**src/rtl/core/crs_pkg.sv**
```systemverilog
package crs_pkg;

  localparam int unsigned COORD_W = 16;
  localparam int unsigned CFG_IDX_W = 1;
  localparam int unsigned CFG_DATA_W = 16;
  localparam int unsigned CNT_W = 4;

  localparam logic [COORD_W-1:0] SURF_W_RST = 16'd320;
  localparam logic [COORD_W-1:0] SURF_H_RST = 16'd240;

  // register map
  localparam logic [CFG_IDX_W-1:0] CFG_SURF_W = 1'd0;
  localparam logic [CFG_IDX_W-1:0] CFG_SURF_H = 1'd1;

  typedef enum logic [1:0] {
    OP_BEGIN = 2'd0,
    OP_END   = 2'd1,
    OP_PUSH  = 2'd2,
    OP_POP   = 2'd3
  } op_t;

  typedef enum logic [1:0] {
    ST_OK       = 2'd0,
    ST_INACTIVE = 2'd1,
    ST_FULL     = 2'd2
  } status_t;

  typedef struct packed {
    logic signed [COORD_W-1:0] x;
    logic signed [COORD_W-1:0] y;
    logic [COORD_W-1:0]        w;
    logic [COORD_W-1:0]        h;
  } rect_t;

  typedef struct packed {
    status_t          status;
    logic             push_emitted;
    logic [CNT_W-1:0] pop_count;
    rect_t            clip;
    logic [CNT_W-1:0] depth;
    logic             pass_open;
  } result_t;

  // controller to datapath
  typedef struct packed {
    logic load;    // latch the accepted word, start the stack read
    logic commit;  // apply the operation and load the result register
  } ctrl_cmd_t;

endpackage

```
**src/rtl/core/crs_if.sv**
```systemverilog
interface crs_in_if;
  import crs_pkg::*;

  logic                      valid;
  logic                      ready;
  logic [1:0]                operation;
  logic signed [COORD_W-1:0] rect_x;
  logic signed [COORD_W-1:0] rect_y;
  logic [COORD_W-1:0]        rect_w;
  logic [COORD_W-1:0]        rect_h;

  modport source (output valid, output operation, output rect_x, output rect_y,
                  output rect_w, output rect_h, input ready);
  modport sink (input valid, input operation, input rect_x, input rect_y,
                input rect_w, input rect_h, output ready);
endinterface

interface crs_out_if;
  import crs_pkg::*;

  logic                      valid;
  logic                      ready;
  logic [1:0]                status;
  logic                      push_emitted;
  logic [CNT_W-1:0]          pop_count;
  logic signed [COORD_W-1:0] clip_x;
  logic signed [COORD_W-1:0] clip_y;
  logic [COORD_W-1:0]        clip_w;
  logic [COORD_W-1:0]        clip_h;
  logic [CNT_W-1:0]          depth;
  logic                      pass_open;

  modport source (output valid, output status, output push_emitted, output pop_count,
                  output clip_x, output clip_y, output clip_w, output clip_h,
                  output depth, output pass_open, input ready);
  modport sink (input valid, input status, input push_emitted, input pop_count,
                input clip_x, input clip_y, input clip_w, input clip_h,
                input depth, input pass_open, output ready);
endinterface

```
**src/rtl/core/crs_ctrl.sv**
```systemverilog
module crs_ctrl (
  input  logic               clk,
  input  logic               rst_n,
  input  logic               in_valid,
  output logic               in_ready,
  output logic               out_valid,
  input  logic               out_ready,
  output crs_pkg::ctrl_cmd_t cmd
);
  import crs_pkg::*;

  typedef enum logic {
    S_IDLE,
    S_EXEC
  } state_t;

  state_t state_r;
  logic   out_valid_r;
  logic   out_free;

  assign out_free   = !out_valid_r || out_ready;
  assign in_ready   = (state_r == S_IDLE);
  assign out_valid  = out_valid_r;
  assign cmd.load   = (state_r == S_IDLE) && in_valid;
  assign cmd.commit = (state_r == S_EXEC) && out_free;

  always_ff @(posedge clk) begin
    if (!rst_n) begin
      state_r     <= S_IDLE;
      out_valid_r <= 1'b0;
    end else begin
      unique case (state_r)
        S_IDLE: begin
          if (in_valid) state_r <= S_EXEC;
          if (out_ready) out_valid_r <= 1'b0;
        end
        S_EXEC: begin
          // wait here until the result register can take the new word
          if (out_free) begin
            state_r     <= S_IDLE;
            out_valid_r <= 1'b1;
          end
        end
        default: state_r <= S_IDLE;
      endcase
    end
  end

  ap_commit_sets_valid: assert property (@(posedge clk) disable iff (!rst_n)
    cmd.commit |=> out_valid_r)
    else $error("result register not valid after commit");

endmodule

```
**src/rtl/core/crs_dp.sv**
```systemverilog
module crs_dp #(
  parameter int STACK_DEPTH = 8
) (
  input  logic                             clk,
  input  logic                             rst_n,
  input  crs_pkg::ctrl_cmd_t               cmd,
  input  logic                             cfg_we,
  input  logic [crs_pkg::CFG_IDX_W-1:0]    cfg_index,
  input  logic [crs_pkg::CFG_DATA_W-1:0]   cfg_wdata,
  input  logic [1:0]                       in_operation,
  input  logic signed [crs_pkg::COORD_W-1:0] in_rect_x,
  input  logic signed [crs_pkg::COORD_W-1:0] in_rect_y,
  input  logic [crs_pkg::COORD_W-1:0]      in_rect_w,
  input  logic [crs_pkg::COORD_W-1:0]      in_rect_h,
  output crs_pkg::result_t                 res
);
  import crs_pkg::*;

  localparam int LVL_W = $clog2(STACK_DEPTH + 1);
  localparam int IDX_W = (STACK_DEPTH > 1) ? $clog2(STACK_DEPTH) : 1;
  localparam logic [LVL_W-1:0] LVL_MAX = LVL_W'(STACK_DEPTH);

  // configuration
  logic [COORD_W-1:0] surf_w_r;
  logic [COORD_W-1:0] surf_h_r;

  // architectural state
  rect_t             cur_r, cur_nxt;
  logic [LVL_W-1:0]  level_r, level_nxt;
  logic              active_r, active_nxt;

  // latched word and stack read data
  op_t               op_r;
  rect_t             req_r;
  rect_t             rd_data_r;
  rect_t             stack_mem [STACK_DEPTH];
  logic [LVL_W-1:0]  rd_lvl;

  result_t           res_r;

  // intersection
  logic signed [COORD_W+1:0] ax1, ay1, bx1, by1, ax2, ay2, bx2, by2;
  logic signed [COORD_W+1:0] x1, y1, x2, y2, dx, dy;
  logic                      any_zero;
  rect_t                     isect;
  rect_t                     surf;

  status_t           st;
  logic              pushed;
  logic [LVL_W-1:0]  pops;
  logic [LVL_W+CNT_W-1:0] pops_ext, lvl_ext;

  assign rd_lvl = level_r - LVL_W'(1);

  always_comb begin
    ax1 = {{2{cur_r.x[COORD_W-1]}}, cur_r.x};
    ay1 = {{2{cur_r.y[COORD_W-1]}}, cur_r.y};
    bx1 = {{2{req_r.x[COORD_W-1]}}, req_r.x};
    by1 = {{2{req_r.y[COORD_W-1]}}, req_r.y};
    ax2 = ax1 + $signed({2'b00, cur_r.w});
    ay2 = ay1 + $signed({2'b00, cur_r.h});
    bx2 = bx1 + $signed({2'b00, req_r.w});
    by2 = by1 + $signed({2'b00, req_r.h});
    x1  = (ax1 > bx1) ? ax1 : bx1;
    y1  = (ay1 > by1) ? ay1 : by1;
    x2  = (ax2 < bx2) ? ax2 : bx2;
    y2  = (ay2 < by2) ? ay2 : by2;
    dx  = x2 - x1;
    dy  = y2 - y1;
    any_zero = (cur_r.w == '0) || (cur_r.h == '0) || (req_r.w == '0) || (req_r.h == '0);
    isect = '0;
    if (!any_zero && (x2 > x1) && (y2 > y1)) begin
      isect.x = x1[COORD_W-1:0];
      isect.y = y1[COORD_W-1:0];
      isect.w = dx[COORD_W-1:0];
      isect.h = dy[COORD_W-1:0];
    end
  end

  always_comb begin
    surf.x = '0;
    surf.y = '0;
    surf.w = surf_w_r;
    surf.h = surf_h_r;
  end

  // operation decode
  always_comb begin
    cur_nxt    = cur_r;
    level_nxt  = level_r;
    active_nxt = active_r;
    st         = ST_OK;
    pushed     = 1'b0;
    pops       = '0;
    priority if (op_r == OP_BEGIN) begin
      cur_nxt    = surf;
      level_nxt  = '0;
      active_nxt = 1'b1;
    end else if (!active_r) begin
      st = ST_INACTIVE;
    end else if (op_r == OP_END) begin
      pops       = level_r;
      level_nxt  = '0;
      cur_nxt    = surf;
      active_nxt = 1'b0;
    end else if (op_r == OP_PUSH) begin
      if (level_r >= LVL_MAX) begin
        st = ST_FULL;
      end else begin
        cur_nxt   = isect;
        level_nxt = level_r + LVL_W'(1);
        pushed    = 1'b1;
      end
    end else begin
      if (level_r != '0) begin
        level_nxt = rd_lvl;
        cur_nxt   = rd_data_r;
        pops      = LVL_W'(1);
      end else begin
        level_nxt = '0;
        cur_nxt   = surf;
      end
    end
  end

  assign pops_ext = {{CNT_W{1'b0}}, pops};
  assign lvl_ext  = {{CNT_W{1'b0}}, level_nxt};

  always_ff @(posedge clk) begin
    if (!rst_n) begin
      surf_w_r <= SURF_W_RST;
      surf_h_r <= SURF_H_RST;
      cur_r    <= '0;
      level_r  <= '0;
      active_r <= 1'b0;
    end else begin
      if (cfg_we) begin
        unique case (cfg_index)
          CFG_SURF_W: surf_w_r <= cfg_wdata;
          CFG_SURF_H: surf_h_r <= cfg_wdata;
          default: ;
        endcase
      end
      if (cmd.commit) begin
        cur_r    <= cur_nxt;
        level_r  <= level_nxt;
        active_r <= active_nxt;
      end
    end
  end

  // word latch, stack read and result register
  always_ff @(posedge clk) begin
    if (cmd.load) begin
      op_r    <= op_t'(in_operation);
      req_r.x <= in_rect_x;
      req_r.y <= in_rect_y;
      req_r.w <= in_rect_w;
      req_r.h <= in_rect_h;
      if (level_r != '0) rd_data_r <= stack_mem[rd_lvl[IDX_W-1:0]];
    end
    if (cmd.commit) begin
      if (pushed) stack_mem[level_r[IDX_W-1:0]] <= cur_r;
      res_r.status       <= st;
      res_r.push_emitted <= pushed;
      res_r.pop_count    <= pops_ext[CNT_W-1:0];
      res_r.clip         <= cur_nxt;
      res_r.depth        <= lvl_ext[CNT_W-1:0];
      res_r.pass_open    <= active_nxt;
    end
  end

  assign res = res_r;

  ap_level_bound: assert property (@(posedge clk) disable iff (!rst_n)
    level_r <= LVL_MAX)
    else $error("nesting level beyond stack depth");

  ap_closed_empty: assert property (@(posedge clk) disable iff (!rst_n)
    !active_r |-> level_r == '0)
    else $error("stack not empty outside a pass");

  ap_push_rises: assert property (@(posedge clk) disable iff (!rst_n)
    cmd.commit && pushed |=> level_r == $past(level_r) + LVL_W'(1))
    else $error("push did not raise the level");

endmodule

```
**src/rtl/core/clip_rect_stack.sv**
```systemverilog
// channel   | dir | handshake      | carries
// in_word   | in  | valid / ready  | operation, rect_x, rect_y, rect_w, rect_h
// out_word  | out | valid / ready  | status, push_emitted, pop_count, clip, depth, pass_open
// cfg_*     | in  | cfg_we only    | cfg_index selects width (0) or height (1), cfg_wdata
//
// each word is accepted (stack read issued), then executed into the
// result register; the registered stack read port is why execute is a state of its own
// a new word is accepted while the previous result still waits in the output register
// execute stalls while the output register is full and out_word.ready is low
// synchronous active-low reset: no pass, empty stack, zero clip, surface 320 x 240
module clip_rect_stack #(
  parameter int STACK_DEPTH = 8
) (
  input  logic                           clk,
  input  logic                           rst_n,
  crs_in_if.sink                         in_word,
  crs_out_if.source                      out_word,
  input  logic                           cfg_we,
  input  logic [crs_pkg::CFG_IDX_W-1:0]  cfg_index,
  input  logic [crs_pkg::CFG_DATA_W-1:0] cfg_wdata
);
  import crs_pkg::*;

  ctrl_cmd_t cmd;
  result_t   res;

  // sequencing and output register valid
  crs_ctrl u_ctrl (
    .clk       (clk),
    .rst_n     (rst_n),
    .in_valid  (in_word.valid),
    .in_ready  (in_word.ready),
    .out_valid (out_word.valid),
    .out_ready (out_word.ready),
    .cmd       (cmd)
  );

  // clip state, saved clip stack, intersection and result register
  crs_dp #(
    .STACK_DEPTH (STACK_DEPTH)
  ) u_dp (
    .clk          (clk),
    .rst_n        (rst_n),
    .cmd          (cmd),
    .cfg_we       (cfg_we),
    .cfg_index    (cfg_index),
    .cfg_wdata    (cfg_wdata),
    .in_operation (in_word.operation),
    .in_rect_x    (in_word.rect_x),
    .in_rect_y    (in_word.rect_y),
    .in_rect_w    (in_word.rect_w),
    .in_rect_h    (in_word.rect_h),
    .res          (res)
  );

  assign out_word.status       = res.status;
  assign out_word.push_emitted = res.push_emitted;
  assign out_word.pop_count    = res.pop_count;
  assign out_word.clip_x       = res.clip.x;
  assign out_word.clip_y       = res.clip.y;
  assign out_word.clip_w       = res.clip.w;
  assign out_word.clip_h       = res.clip.h;
  assign out_word.depth        = res.depth;
  assign out_word.pass_open    = res.pass_open;

endmodule

```
**src/flat_wrapper.sv**
```systemverilog
// flat-port wrapper written by rule: the top's interface ports become plain ports
module clip_rect_stack_flat import crs_pkg::*;
#(
  parameter int STACK_DEPTH = 8
)
  (clk, rst_n, cfg_we, cfg_index, cfg_wdata, in_word_valid, in_word_operation, in_word_rect_x, in_word_rect_y, in_word_rect_w, in_word_rect_h, in_word_ready, out_word_valid, out_word_status, out_word_push_emitted, out_word_pop_count, out_word_clip_x, out_word_clip_y, out_word_clip_w, out_word_clip_h, out_word_depth, out_word_pass_open, out_word_ready);
  crs_in_if in_word_i ();
  crs_out_if out_word_i ();
  input  logic clk;
  input  logic rst_n;
  input  logic cfg_we;
  input  logic [crs_pkg::CFG_IDX_W-1:0] cfg_index;
  input  logic [crs_pkg::CFG_DATA_W-1:0] cfg_wdata;
  input wire logic [$bits(in_word_i.valid)-1:0] in_word_valid;
  input wire logic [$bits(in_word_i.operation)-1:0] in_word_operation;
  input wire logic [$bits(in_word_i.rect_x)-1:0] in_word_rect_x;
  input wire logic [$bits(in_word_i.rect_y)-1:0] in_word_rect_y;
  input wire logic [$bits(in_word_i.rect_w)-1:0] in_word_rect_w;
  input wire logic [$bits(in_word_i.rect_h)-1:0] in_word_rect_h;
  output wire logic [$bits(in_word_i.ready)-1:0] in_word_ready;
  output wire logic [$bits(out_word_i.valid)-1:0] out_word_valid;
  output wire logic [$bits(out_word_i.status)-1:0] out_word_status;
  output wire logic [$bits(out_word_i.push_emitted)-1:0] out_word_push_emitted;
  output wire logic [$bits(out_word_i.pop_count)-1:0] out_word_pop_count;
  output wire logic [$bits(out_word_i.clip_x)-1:0] out_word_clip_x;
  output wire logic [$bits(out_word_i.clip_y)-1:0] out_word_clip_y;
  output wire logic [$bits(out_word_i.clip_w)-1:0] out_word_clip_w;
  output wire logic [$bits(out_word_i.clip_h)-1:0] out_word_clip_h;
  output wire logic [$bits(out_word_i.depth)-1:0] out_word_depth;
  output wire logic [$bits(out_word_i.pass_open)-1:0] out_word_pass_open;
  input wire logic [$bits(out_word_i.ready)-1:0] out_word_ready;
  assign in_word_i.valid = in_word_valid;
  assign in_word_i.operation = in_word_operation;
  assign in_word_i.rect_x = in_word_rect_x;
  assign in_word_i.rect_y = in_word_rect_y;
  assign in_word_i.rect_w = in_word_rect_w;
  assign in_word_i.rect_h = in_word_rect_h;
  assign in_word_ready = in_word_i.ready;
  assign out_word_valid = out_word_i.valid;
  assign out_word_status = out_word_i.status;
  assign out_word_push_emitted = out_word_i.push_emitted;
  assign out_word_pop_count = out_word_i.pop_count;
  assign out_word_clip_x = out_word_i.clip_x;
  assign out_word_clip_y = out_word_i.clip_y;
  assign out_word_clip_w = out_word_i.clip_w;
  assign out_word_clip_h = out_word_i.clip_h;
  assign out_word_depth = out_word_i.depth;
  assign out_word_pass_open = out_word_i.pass_open;
  assign out_word_i.ready = out_word_ready;
  clip_rect_stack #(.STACK_DEPTH(STACK_DEPTH)) u_core (.clk(clk), .rst_n(rst_n), .in_word(in_word_i), .out_word(out_word_i), .cfg_we(cfg_we), .cfg_index(cfg_index), .cfg_wdata(cfg_wdata));
endmodule
```
**config.mk**
```make
export PLATFORM = sky130hd
export DESIGN_NAME = clip_rect_stack_flat
export DESIGN_NICKNAME = d
export VERILOG_FILES = /design/src/rtl/core/crs_pkg.sv /design/src/rtl/core/crs_if.sv /design/src/rtl/core/crs_ctrl.sv /design/src/rtl/core/crs_dp.sv /design/src/rtl/core/clip_rect_stack.sv /design/src/flat_wrapper.sv
export SDC_FILE = /design/constraint.sdc
export NUM_CORES = 1
export LEC_CHECK = 0
export BUFFER_PORTS_ARGS = -buffer_cell sky130_fd_sc_hd__buf_2
export CAP_MARGIN = 20
export CORE_ASPECT_RATIO = 1.1
export CORE_MARGIN = 2
export CORE_UTILIZATION = 25
export CTS_BUF_LIST = sky130_fd_sc_hd__clkbuf_8
export DETAILED_ROUTE_END_ITERATION = 8
export GPL_TIMING_DRIVEN = 0
export MAX_ROUTING_LAYER = met4
export PLACE_DENSITY = 0.35
export RECOVER_POWER = 50
export SLEW_MARGIN = 20
export SYNTH_ARGS = -nofsm -noshare
export SYNTH_HDL_FRONTEND = slang
export SYNTH_SLANG_ARGS = --single-unit
export TNS_END_PERCENT = 5
```
**constraint.sdc**
```tcl
create_clock -name clk -period 8.6 [get_ports clk]
set_input_delay 0.43 -clock clk [delete_from_list [all_inputs] [get_ports clk]]
set_output_delay 0.43 -clock clk [all_outputs]
set_load 0.1 [all_outputs]
```
==> flow_summary.json <==
{
  "drive_gt1_share_pct": 21.7,
  "num_vias": 26300,
  "synth_edf_count": 718,
  "critical_path_class": "flip-flop to flip-flop",
  "p_leak_uw": 0.0169,
  "port-buffer-count": 164,
  "place_area_mm2": 0.0430,
  "dp_hpwl_um": 111000,
  "ys_ff_latch": 821,
  "setup_viol": 0,
  "yosys_warnings": 0,
  "cts-htree-levels": 4,
  "synth_area_leader_cell": "edfxtp_1",
  "clock-sinks": 821,
  "avgSynthCellArea_um2": 14.1,
  "async_flop_share_pct": 0,
  "viasPerCell": 4.91,
  "finalCritPeriodShare_pct": 95.5,
  "maxCapViolations": 0,
  "syn_to_final_growth_pct": 22.0,
  "tightest_slew_ps": 1200,
  "cts_made_buffers": 150,
  "syn_area_mm2": 0.0384,
  "syn_inst": 2719,
  "dieArea_mm2": 0.157,
  "synth_cell_type_count": 87,
  "clock_skew_ps": 71.8,
  "yosysSeqAreaShare_pct": 61.5,
  "wire_per_inst_um": 27.6,
  "yosys_most_used_dff": "edfxtp_1",
  "fin_crit_ps": 8210,
  "finalWeightedCongestion": 0.909,
  "cp.required_ps": 9180,
  "grt_pass1_vias": 27000,
  "fp-row-count": 150,
  "clock_latency_ps": 920,
  "ir_drop_mv": 0.111,
  "fp.dieW_um": 378,
  "yosysMostFrequentCell": "edfxtp_1",
  "r2r_setup_slack_ps": 390,
  "antenna_found_initial": 8,
  "cts_root_buf": "clkbuf_8",
  "status": "finished, final reports clean",
  "synth_area_leaders": "edfxtp_1 56%, mux4_2 7.5%, ha_1 5.5%, dfxtp_1 5.4%, mux2_2 2.2%",
  "clockBufferDepth": 3,
  "ant_nets": 0,
  "synth_top_area_share_pct": 56.1,
  "arrival_ps": 8790,
  "drv_slew": 0,
  "grtUsageTotal_pct": 19.3,
  "drt_iter0_drc": 2597,
  "drt_first_pass_iters": 9,
  "start_util_pct": 25.2,
  "rsz0062_at_grt": "true",
  "fin_util_pct": 30.8,
  "crit_path_end_kind": "flip-flop",
  "grt_pass1_wl_um": 206000,
  "io_pins": 166,
  "die_y_um": 415,
  "core_mm2": 0.152,
  "power_density_mw_per_mm2": 207,
  "grt_max_degree": 34,
  "max_freq_mhz": 122,
  "cts_tree": "yes",
  "synth.top_cells.by_count": "718 x edfxtp_1, 208 x nand2_1, 170 x ha_1",
  "startpoint_type": "flip-flop",
  "drt-total-wl_um": 148000,
  "hold_path_class": "input pin to flip-flop",
  "synth_fp_nets": 2983,
  "final_cell_area_mm2": 0.0469,
  "max_slew_margin_pct": 19.5,
  "drc": 0,
  "fin_nets": 3465,
  "cp_max_fo": 13,
  "grt_overflow": 0,
  "hold_viol_final": 0,
  "clkSlewWorstSetupHoldPaths_ps": 60
}
## sequential cells by signal, indices dropped and copies added (netlist names), 32 cells and up
signal and flops:
u_core.u_dp.cur_r 32, u_core.u_dp.rd_data_r 64, u_core.u_dp.req_r 32, u_core.u_dp.res 76
u_core.u_dp.stack_mem 512
## where the power goes
part | leakage, uW | total (uW) | switching, uW | internal (uW)
registers | 0.00757 | 4540 | 127 | 4410
clock network | 0.00158 | 3490 | 1720 | 1770
logic | 0.00773 | 1690 | 1140 | 549
total | 0.0169 | 9710 | 2990 | 6730
## layer usage
layer  up-vias  wire length [um]  track usage, %  part of all wire (%)
met5         -                 0               -                     0
met4         0              5550            7.38                   3.7
met3       237              6870            3.31                   4.6
met2       836             71200            31.0                    48
met1     13600             64400            24.2                    44
li1      11700                 -               -                     -
## path summary, 6_finish.rpt
kind | startpoint | end | depth (start not counted)
worst max-delay path | u_core.u_dp.cur_r[5] | u_core.u_dp.res[54] | 27
worst min-delay path | rst_n | u_core.u_dp.cur_r[12] | 3
worst max register to register | u_core.u_dp.cur_r[5] | u_core.u_dp.res[54] | 27
worst min register to register | u_core.u_dp.surf_h_r[11] | u_core.u_dp.surf_h_r[11] | 2
## cell usage in the layout (no fill, tap or decap), types with 101 or more instances in the layout
| master | n |
|---|---|
| buf_2 | 164 |
| mux4_2 | 128 |
| nand2_1 | 206 |
| inv_1 | 145 |
| o21ai_0 | 122 |
| clkbuf_8 | 158 |
| clkbuf_1 | 101 |
| ha_1 | 170 |
| edfxtp_1 | 718 |
| a21oi_1 | 122 |
| nor2_1 | 123 |
## metrics by stage
stage / worst slack [ps] / cells / power, uW / TNS, ps / hold WS [ps]
floorplan: 1750 / 2719 / 5590 / 0 / 448
finish: 388 / 5369 / 9710 / 0 / 188
global placement: -6000 / 4935 / 6210 / -1746840 / 460
CTS: 13.9 / 5362 / 9830 / 0 / 51.4
detailed placement: -1140 / 5003 / 6230 / -61040 / 472
global route: -26.7 / 5369 / 10100 / -29.9 / 108
## what timing repair did
item,in CTS,in global routing
setup endpoints to repair,126,97
gates resized for setup,13,33
pin swaps,1,2
endpoints found under the hold margin,107,0
hold buffers,93,0
setup buffers,1,3
## cell type report
class / instances / area (um2)
clock buffers: 158 / 2170
fillers: 15200 / 105000
repair buffers: 330 / 2890
inverters: 97 / 364
flip-flops and latches: 821 / 23600
well taps: 2052 / 2570
multi-input cells: 1674 / 14100
clock inverters: 107 / 574
diodes: 3 / 7.51
plain buffers: 127 / 527
## logic make-up after synthesis
| logic type | count (synthesis) | synth area share (%) |
|---|---|---|
| fa+ha+maj | 177 | 5.88 |
| buf+inv | 224 | 2.26 |
| xor+xnor | 81 | 1.85 |
| mux | 254 | 11.0 |
| compound gates | 630 | 11.1 |
| simple gates | 532 | 6.33 |
| flops | 821 | 61.5 |
## worst max-delay path, stage by stage, from the launching register on
cell	delay [ps]
dfxtp_1	790
ha_1	390
o21a_1	200
o21a_1	200
o211a_1	160
o41a_1	370
a21oi_1	190
xor2_1	240
inv_1	80
ha_1	280
and4_1	210
a2111oi_1	460
a31oi_2	200
o21ai_1	260
a31oi_4	130
buf_12	170
mux2i_1	140
ha_1	230
fa_1	460
nand2b_1	160
a21oi_1	190
o21ai_1	130
a211oi_2	290
nor2b_1	140
o31a_1	390
nor4_4	510
a222oi_1	200
o21ai_0	700
Power figures use the tool's default switching activity.
